--- config.mk ---
export PLATFORM = sky130hd
export DESIGN_NAME = hash_multiset_key_table
export DESIGN_NICKNAME = d
export VERILOG_FILES = /design/src/design/hmkt_pkg.sv /design/src/design/hmkt_ctrl.sv /design/src/design/hmkt_dpath.sv /design/src/design/hash_multiset_key_table.sv
export SDC_FILE = /design/constraint.sdc
export NUM_CORES = 2
export LEC_CHECK = 0
export BUFFER_PORTS_ARGS = -buffer_cell sky130_fd_sc_hd__buf_4
export CORE_AREA = 2 2 497 499
export CTS_CLUSTER_DIAMETER = 200
export DETAILED_ROUTE_END_ITERATION = 8
export DIE_AREA = 0 0 499 501
export GPL_TIMING_DRIVEN = 0
export HOLD_SLACK_MARGIN = 0.05
export SLEW_MARGIN = 20
export SYNTH_ARGS = -nofsm -noshare
export SYNTH_HDL_FRONTEND = slang
export SYNTH_SLANG_ARGS = --single-unit
--- constraint.sdc ---
create_clock -name clk -period 11.6 [get_ports clk]
set_input_delay 1.16 -clock clk [delete_from_list [all_inputs] [get_ports clk]]
set_output_delay 1.16 -clock clk [all_outputs]
set_load 0.05 [all_outputs]
--- src/design/hmkt_pkg.sv ---
// Shared types and constants of the keyed multiset table.
`default_nettype none
package hmkt_pkg;

	localparam logic [1:0] MODE_INSERT = 2'd0;
	localparam logic [1:0] MODE_LOOKUP = 2'd1;
	localparam logic [1:0] MODE_ERASE  = 2'd2;

	localparam int COUNT_MAX = 127;

	typedef enum logic [2:0] {
		ST_CLEAR,
		ST_IDLE,
		ST_SCAN,
		ST_DRAIN,
		ST_COMMIT
	} hmkt_state_t;

	typedef struct packed {
		logic clear_wr;  // clearing pass: write an empty slot at the sweep index
		logic start;     // capture the item, restart sweep and tallies
		logic scan_rd;   // read the slot at the sweep index
		logic commit;    // apply insert, update total, load the result register
	} hmkt_cmd_t;

	typedef struct packed {
		logic idx_last;  // sweep index sits on the last slot
	} hmkt_stat_t;

endpackage
`default_nettype wire

--- src/design/hmkt_ctrl.sv ---
// Controller state machine: clearing pass, slot sweep, commit and result handshake.
`default_nettype none
module hmkt_ctrl (
	input  wire logic             clk,
	input  wire logic             arst_n,
	input  wire logic             in_valid,
	output logic                  in_ready,
	output logic                  out_valid,
	input  wire logic             out_ready,
	output hmkt_pkg::hmkt_cmd_t   cmd,
	input  wire hmkt_pkg::hmkt_stat_t stat
);
	import hmkt_pkg::*;

	hmkt_state_t state_q, state_d;
	logic        out_valid_q;
	logic        out_free;

	assign out_free = !out_valid_q || out_ready;

	always_comb begin
		state_d = state_q;
		unique case (state_q)
			ST_CLEAR:  if (stat.idx_last) state_d = ST_IDLE;
			ST_IDLE:   if (in_valid) state_d = ST_SCAN;
			ST_SCAN:   if (stat.idx_last) state_d = ST_DRAIN;
			ST_DRAIN:  state_d = ST_COMMIT;
			ST_COMMIT: if (out_free) state_d = ST_IDLE;
			default:   state_d = ST_IDLE;
		endcase
	end

	always_comb begin
		cmd          = '0;
		in_ready     = 1'b0;
		unique case (state_q)
			ST_CLEAR:  cmd.clear_wr = 1'b1;
			ST_IDLE: begin
				in_ready  = 1'b1;
				cmd.start = in_valid;
			end
			ST_SCAN:   cmd.scan_rd = 1'b1;
			ST_DRAIN:  ;
			ST_COMMIT: cmd.commit = out_free;
			default:   ;
		endcase
	end

	always_ff @(posedge clk or negedge arst_n) begin
		if (!arst_n) begin
			state_q     <= ST_CLEAR;
			out_valid_q <= 1'b0;
		end else begin
			state_q <= state_d;
			if (cmd.commit)
				out_valid_q <= 1'b1;
			else if (out_ready)
				out_valid_q <= 1'b0;
		end
	end

	assign out_valid = out_valid_q;

endmodule
`default_nettype wire

--- src/design/hmkt_dpath.sv ---
// Datapath: slot memory, sweep counter, match tally, free-slot search and result register.
`default_nettype none
module hmkt_dpath #(
	parameter int CAPACITY = 64
) (
	input  wire logic                 clk,
	input  wire logic                 arst_n,
	input  wire hmkt_pkg::hmkt_cmd_t  cmd,
	output hmkt_pkg::hmkt_stat_t      stat,
	input  wire logic [1:0]           mode,
	input  wire logic signed [31:0]   key,
	output logic                      found,
	output logic [6:0]                match_count,
	output logic [6:0]                total_entries,
	output logic                      status
);
	import hmkt_pkg::*;

	localparam int AW = (CAPACITY > 1) ? $clog2(CAPACITY) : 1;
	localparam int CW = $clog2(CAPACITY + 1);

	// slot word: {valid, key}
	logic [32:0]   mem [CAPACITY];
	logic [32:0]   rdata_s1;
	logic          rd_vld_s1;
	logic [AW-1:0] addr_s1;

	logic [AW-1:0] idx_q;
	logic [1:0]    mode_q;
	logic [31:0]   key_q;
	logic [CW-1:0] match_q;
	logic [CW-1:0] total_q;
	logic          free_found_q;
	logic [AW-1:0] free_idx_q;

	logic          hit;
	logic          ins_ok;
	logic          erase_wr;
	logic          we;
	logic [AW-1:0] waddr;
	logic [32:0]   wdata;
	logic [CW-1:0] total_next;

	function automatic logic [6:0] sat7(input logic [CW-1:0] v);
		logic [31:0] ext;
		ext = 32'(v);
		return (ext > 32'(COUNT_MAX)) ? 7'(COUNT_MAX) : ext[6:0];
	endfunction

	assign stat.idx_last = (idx_q == AW'(CAPACITY - 1));

	assign hit      = rd_vld_s1 && rdata_s1[32] && (rdata_s1[31:0] == key_q);
	assign erase_wr = hit && (mode_q == MODE_ERASE);
	assign ins_ok   = (mode_q == MODE_INSERT) && free_found_q
	                  && (total_q < CW'(CAPACITY));

	// one write port: clearing pass, erase write-back, insert at commit
	always_comb begin
		we    = 1'b0;
		waddr = idx_q;
		wdata = '0;
		priority if (cmd.clear_wr) begin
			we = 1'b1;
		end else if (erase_wr) begin
			we    = 1'b1;
			waddr = addr_s1;
		end else if (cmd.commit && ins_ok) begin
			we    = 1'b1;
			waddr = free_idx_q;
			wdata = {1'b1, key_q};
		end
	end

	always_ff @(posedge clk) begin
		if (we)
			mem[waddr] <= wdata;
		if (cmd.scan_rd)
			rdata_s1 <= mem[idx_q];
		addr_s1 <= idx_q;
	end

	always_comb begin
		total_next = total_q;
		if (ins_ok)
			total_next = total_q + CW'(1);
		else if (mode_q == MODE_ERASE)
			total_next = total_q - match_q;
	end

	always_ff @(posedge clk or negedge arst_n) begin
		if (!arst_n) begin
			idx_q        <= '0;
			rd_vld_s1    <= 1'b0;
			total_q      <= '0;
			match_q      <= '0;
			free_found_q <= 1'b0;
		end else begin
			rd_vld_s1 <= cmd.scan_rd;
			if (cmd.start)
				idx_q <= '0;
			else if (cmd.clear_wr || cmd.scan_rd)
				idx_q <= stat.idx_last ? '0 : idx_q + AW'(1);

			if (cmd.start) begin
				match_q      <= '0;
				free_found_q <= 1'b0;
			end else begin
				if (hit)
					match_q <= match_q + CW'(1);
				if (rd_vld_s1 && !rdata_s1[32] && !free_found_q)
					free_found_q <= 1'b1;
			end

			if (cmd.commit)
				total_q <= total_next;
		end
	end

	always_ff @(posedge clk) begin
		if (cmd.start) begin
			mode_q <= mode;
			key_q  <= key;
		end
		if (rd_vld_s1 && !rdata_s1[32] && !free_found_q)
			free_idx_q <= addr_s1;
		if (cmd.commit) begin
			found         <= (match_q != '0);
			match_count   <= sat7(match_q);
			total_entries <= sat7(total_next);
			status        <= (mode_q == MODE_INSERT) && !ins_ok;
		end
	end

endmodule
`default_nettype wire

--- src/design/hash_multiset_key_table.sv ---
// Top level of the keyed multiset table: controller plus datapath.
// One item at a time: a request is taken only in idle, after the previous one
//   has been committed; the sweep reads one slot per cycle through the single
//   read port of the slot memory.
// Reset: arst_n clears control state, then a clearing pass empties every
//   slot; no input is taken until it ends.
`default_nettype none
module hash_multiset_key_table #(
	parameter int CAPACITY = 64
) (
	input  wire logic               clk,
	input  wire logic               arst_n,
	// request channel
	input  wire logic               in_valid,
	output logic                    in_ready,
	input  wire logic [1:0]         mode,
	input  wire logic signed [31:0] key,
	// result channel
	output logic                    out_valid,
	input  wire logic               out_ready,
	output logic                    found,
	output logic [6:0]              match_count,
	output logic [6:0]              total_entries,
	output logic                    status
);
	import hmkt_pkg::*;

	hmkt_cmd_t  cmd;
	hmkt_stat_t stat;

	// Sequencer: owns the handshakes; a finished result sits in the output
	// register while the next request may already be taken.
	hmkt_ctrl u_ctrl (
		.clk       (clk),
		.arst_n    (arst_n),
		.in_valid  (in_valid),
		.in_ready  (in_ready),
		.out_valid (out_valid),
		.out_ready (out_ready),
		.cmd       (cmd),
		.stat      (stat)
	);

	// Slot store and sweep: each slot is compared with the key in turn, the
	// match tally and the lowest free slot are gathered, erase clears each
	// matching slot as it passes, insert writes the free slot at commit.
	hmkt_dpath #(
		.CAPACITY (CAPACITY)
	) u_dpath (
		.clk           (clk),
		.arst_n        (arst_n),
		.cmd           (cmd),
		.stat          (stat),
		.mode          (mode),
		.key           (key),
		.found         (found),
		.match_count   (match_count),
		.total_entries (total_entries),
		.status        (status)
	);

endmodule
`default_nettype wire

Word level (Yosys, flattened, before mapping)
Memory sizes are Yosys's and may differ from the RTL's. A register that Yosys moved wholly into a read port is not among the register bits.
Index checks and enable logic that the tools add are counted.
- memories kept: 1
- input port bits: 38
- memory bits (writable): 2112
- flip-flop bits (word level): 88
- output and inout bits: 18
- logic and storage cells: 87
- memories (memory ; depth ; bits a word ; read ports ; clocked after memory_dff ; write ports ; RTL line ; RTL):
    u_dpath.mem ; 64 ; 33 ; 1 ; 1 ; 1 ; hmkt_dpath.sv:23 ; logic [32:0] mem [CAPACITY];
- reductions and logical operators: 23
- $add $sub $neg: 4
- mux-type cells: 32
- magnitude comparators: 1
- equality and inequality tests: 11
- operator list (kind ; count):
    two-way mux 33 bit ; 3
    two-way mux 6 bit ; 6
    == test 32 bit ; 1
    two-way mux 7 bit ; 4
    one-hot mux 3 bit (5 select lines) ; 1
    adder 7 x 1 -> 7 bit (second input constant) ; 2
    two-way mux 1 bit ; 14
    two-way mux 3 bit ; 4
    logical AND 1 bit ; 9
    nonzero test 2 bit ; 4
    less-than comparator 7 bit (second input constant) ; 1
    nonzero test 7 bit ; 1
    subtractor 7 bit ; 1
    adder 6 x 1 -> 6 bit (second input constant) ; 1
    == test 3 x 2 -> 1 bit (second input constant) ; 2
    == test 6 bit (second input constant) ; 1
    inequality test 2 x 1 -> 1 bit (second input constant) ; 3
    logical NOT 1 bit ; 4
    AND reduction 4 bit ; 1
    == test 3 x 1 -> 1 bit (second input constant) ; 1
    == test 3 bit (second input constant) ; 1
    logical NOT 3 bit ; 1
    == test 2 bit (second input constant) ; 1
    logical NOT 2 bit ; 1
    other kinds (2) ; 3

Logic depth before layout (Yosys ltp)
- depth in word-level cells: 9
- depth in mapped cells: 11
- gate-level depth less buffers: 11

Hierarchy
Synthesis repeated with hierarchy kept, for this count alone.
- cells, all modules: 3489
- area, all modules: 85369.4 um2
- modules (own cells, without submodules) (module ; times used ; seq. area each (um2) ; area each (um2) ; cells each):
    hmkt_dpath ; 1 ; 66764.0 ; 85157.9 ; 3469
    hmkt_ctrl ; 1 ; 100.1 ; 211.5 ; 20

Least setup slack after synthesis
OpenSTA, ideal clock, no wires.
- path kind: input-to-reg
- from: input port out_ready
- to: memory u_dpath.mem[51][0] (enable)
- slack: 6.427 ns
- path buffers: 1
- stages: 9
- setup time: 0.423 ns
- arrival time: 4.750 ns
- required time: 11.177 ns
- cells stage by stage: nand2b_1 > nor2b_1 > buf_4 > nand2_4 > clkinv_2 > a21oi_1 > a221oi_1 > or4b_4 > nor2_1
- cells in the longest elaborated chain, start to end: 8
- elaborated cells on any way between the ends: 11
- those cells by class: 9 x mux; 2 x reduce/logical
- RTL lines (what ; RTL line ; RTL):
    from (decl) ; hash_multiset_key_table.sv:20 ; input wire logic out_ready,
    logical OR 1 bit * ; hmkt_ctrl.sv:19 ; assign out_free = !out_valid_q || out_ready;
    two-way mux 1 bit * ; hmkt_ctrl.sv:36 ; unique case (state_q)
    logical AND 1 bit * ; hmkt_dpath.sv:67 ; end else if (cmd.commit && ins_ok) begin
    two-way mux 1 bit ; hmkt_dpath.sv:67 ;
    two-way mux 1 bit ; hmkt_dpath.sv:64 ; end else if (erase_wr) begin
    two-way mux 1 bit ; hmkt_dpath.sv:62 ; priority if (cmd.clear_wr) begin
    two-way mux 1 bit ; hmkt_dpath.sv:75 ; if (we)
    two-way mux 1 bit (not written as such) ; hmkt_dpath.sv:76 ; mem[waddr] <= wdata;
    to (decl) ; hmkt_dpath.sv:23 ;
Mark *: on every way between the ends. The rest lies on a longest branch, timed or not.

Worst setup path in the final report
- from: register u_dpath.idx_q[1]
- to: memory u_dpath.mem[30][16] (enable)
- cells in the longest elaborated chain, start to end: 3
- RTL lines (what ; RTL line ; RTL):
    from (decl) ; hmkt_dpath.sv:28 ; logic [AW-1:0] idx_q;
    from (signal assigned) ; hmkt_dpath.sv:102 ; idx_q <= stat.idx_last ? '0 : idx_q + AW'(1);
    two-way mux 6 bit ; hmkt_dpath.sv:67 ;
    two-way mux 6 bit ; hmkt_dpath.sv:64 ;
    two-way mux 6 bit * ; hmkt_dpath.sv:62 ;
Marked as above.

==> impl_results.md <==
- Status: finished clean
- RSZ-0062 raised after global routing: no
- Clock Latency Late Sink: ~0.87 ns
- Min Clock Period, post-route: 5.561 ns
- # hold bufs at CTS: 0
- Pre-CTS setup slack: around 5.5 ns
- Initial antenna violation count: 19
- Switching Share: 30.75%
- Placed Instances: about 6.8k
- Core Box Area: 0.2448 mm²
- Post-synth top area cell: edfxtp_1
- Most common cell on crit path: clkbuf_1
- Power, Total: between 20000 and 25000 µW
- Clock Power Share: 29.8%
- Int Pwr: 15400 µW
- Starting Density: a little over a third
- Actual slew at the worst max-slew pin: 1.166 ns
- Largest net degree at the start of global routing: 74
- Critical path cell sequence: clkbuf_1 -> clkbuf_2 -> clkbuf_1 -> inv_1 -> a211oi_1 -> a221o_1 -> nand3_1 -> nor2_4 -> buf_12
- FP Rows: about 180
- Max_slew headroom: 22.29%
- Layout area overhead: 16.36%
- Post-CTS Setup Inserts: 0
- First-pass GRT wire length: 314.5 mm
- Hpwl dp: 153.5 mm
- Top post-synthesis cells by area: edfxtp_1, mux4_2, dfrtp_1, clkbuf_1, xnor2_1
- R2R cell count: 9
- Routability cong.: 0.8646
- R2R Path End: u_dpath.mem[30][16]
- DR DRC count: 0
- Clock transition at the registers of the reported paths: approximately 0.070 ns
- DRT iter0 DRCs: 5562
- DR vias: 39.71k
- Peak per-stage delay on the critical path: 0.95 ns
- Clock buffer count from CTS: 215
- Hold Crit Class: input pin to async pin
- Cell variety after synth: 56
- TNS Setup: 0 ns
- Top-count cell post-synth: edfxtp_1
- Sequential fraction of design power: a little over two fifths
- Post-synthesis sequential element count: 2233
- Crit path required time: between 10 and 15 ns
- Yosys top cell area share: between 70% and 80%
- Critical Path AT: 6.10 ns
- FF-to-FF Start: u_dpath.idx_q[1]
- Peak VDD IR: approximately 0.00014 V
- CTS HTree Levels: 4
- Slowest cell on crit path: nor2_4
- Global route overflow: 0
- Pins Over Slew Limit: 0
- Synth Flop Type: edfxtp_1
- Final setup viols: 0
- CP Class: flop to flop
- Synth Instances: 3451
- Max frequency: roughly 180 MHz
- Syn_area_per_cell: 24.72 µm²
- Min Hold Slack: 0.2348 ns
- Root buf cell: clkbuf_16
- Startpoint types: flop
- R2r setup slk: 6.04 ns
- Nets: around 3.9k
- Pre-Repair DR Iteration Count: 6
- Post-synth top cells: edfxtp_1, mux4_2, clkbuf_1, nor2_1
- TritonCTS clock tree: built
- Sequential share of the synthesized area: 78.37%
- Io pins: 56
- Part of the cycle the worst path needs: 47.94%
- Vias/cell: 5.493
- Max-Cap Viols: 0
- Critical path capture point type: flop
- Layout Cells excl Fill: 7229
- Final-layout fill cell count: 20.97k
- Lkg Pwr: 0.03382 µW
- Worst clock skew: 0.04578 ns
- Sink Count: 2233
- CTS max path bufs: 3
- Post-synth EDFFs: 2201
- WL final: 225.4 mm
- Die width: 499 µm
- Number of global-route vias before repair: 40.01k
- Antenna viol nets, final: 0
- Yosys warns: 0
- Mapped Area: 0.08531 mm²
- Number of hold violations in the final report: 0
- Crit-path max FO: 18
- Syn Nets: 3500
- Die height: around 500 µm
- Port Buffers: 55
- Die Area: 0.2500 mm²
- GRT Overall Usage: approximately 18%
- Routed wire per std cell: 31.18 µm
- Combinational Power Share: 27.9%
- Final worst slack: 6.039 ns
- Power density over the cells: 224.0 mW/mm²
- # resized after CTS: 0
- Share of layout cells above drive strength 1: about a third
- Switch Pwr: 6837 µW
- Asr flop ratio synth: around 1.2%
[critical path, delay by kind of cell (launching register included)]
kind	cells	cell delay, ns
and+or+nand+nor	2	1.76
DFF	1	0.53
AOI/OAI and AO/OA	2	0.78
buffers and inverters	5	2.11
[cells by family (layout without fill, tap and decap cells)]
family,after synthesis,count (layout),synth area share (%)
AOI/OAI and AO/OA,59,59,0.4840
xor gates and xnor gates,42,42,0.4312
adders and majority gates,11,11,0.1701
buffers and inverters,194,745,0.9166
DFF,2233,2233,78.37
muxes,701,701,18.40
other,0,7,0
and+or+nand+nor,211,211,1.229
[flip-flops by register name, indices dropped and copies added, names as in the netlist, 2 cells and up]
register               cells
u_dpath.mem             2112
u_dpath.rdata_s1          33
u_dpath.key_q             32
u_dpath.match_count        7
u_dpath.match_q            7
u_dpath.total_entries      7
u_dpath.total_q            7
u_dpath.addr_s1            6
u_dpath.free_idx_q         6
u_dpath.idx_q              6
u_ctrl.state_q             3
u_dpath.mode_q             2
[worst max path at each step]
| stage | from | end | cells after the start |
|---|---|---|---|
| 3_3_place_gp | out_ready | u_dpath.mem[30][15] | 10 |
| 5_1_grt | u_dpath.mode_q[1] | u_dpath.mem[0][14] | 10 |
| 6_report | u_dpath.idx_q[1] | u_dpath.mem[30][16] | 9 |
| 2_1_floorplan | out_ready | u_dpath.mem[51][0] | 9 |
| 3_5_place_dp | out_ready | u_dpath.mem[0][15] | 10 |
| 4_1_cts | u_dpath.idx_q[1] | u_dpath.mem[39][26] | 9 |
[per-layer routing]
layer	share of wire (%)	track usage, %	vias up
met5	0.0084	0	-
met4	4.1	7.218	2
met3	8.7	3.700	346
met2	47	28.36	1863
met1	40	24.24	21750
li1	-	-	15750
[cell usage in the layout, fill, tap and decap left out, types with 15 or more instances in the layout]
master and n:
and3_4 24, buf_1 20, buf_12 77, buf_16 27, buf_2 40, buf_4 58, clkbuf_1 149, clkbuf_16 217
clkbuf_2 27, clkinv_1 53, clkinv_2 29, dfrtp_1 26, edfxtp_1 2201, inv_1 15, mux4_2 693, nand2_1 21
nand3_1 20, nor2_1 22, nor2_4 64, o21ai_0 15, xnor2_1 37
[power by group through the flow]
stage / clock network, µW / registers (µW) / logic [µW]
2_1_floorplan: 0 / 9530 / 3650
3_3_place_gp: 0 / 9610 / 5980
3_5_place_dp: 0 / 9560 / 6280
4_1_cts: 6720 / 9400 / 6290
5_1_grt: 7040 / 9420 / 6460
6_report: 6630 / 9400 / 6210
[metrics by stage]
step	utilization (%)	cell area [µm²]
4_1_cts	40.53	99220
3_3_place_gp	36.67	89760
5_1_grt	40.54	99250
2_1_floorplan	-	85310
6_report	40.55	99270
3_5_place_dp	37.87	92710
[layout make-up]
cell class / count / area [µm²] / area share [%]
diodes: 7 / 17.52 / 0.01765
clock inverters: 109 / 850.8 / 0.8571
well taps: 3220 / 4029 / 4.059
flip-flops and latches: 2233 / 66860 / 67.36
multi-input cells: 1024 / 18280 / 18.41
clock buffers: 280 / 5667 / 5.708
plain buffers: 177 / 763.2 / 0.7689
inverters: 17 / 65.06 / 0.06554
repair buffers: 162 / 2731 / 2.752
Power figures use the tool's default switching activity.
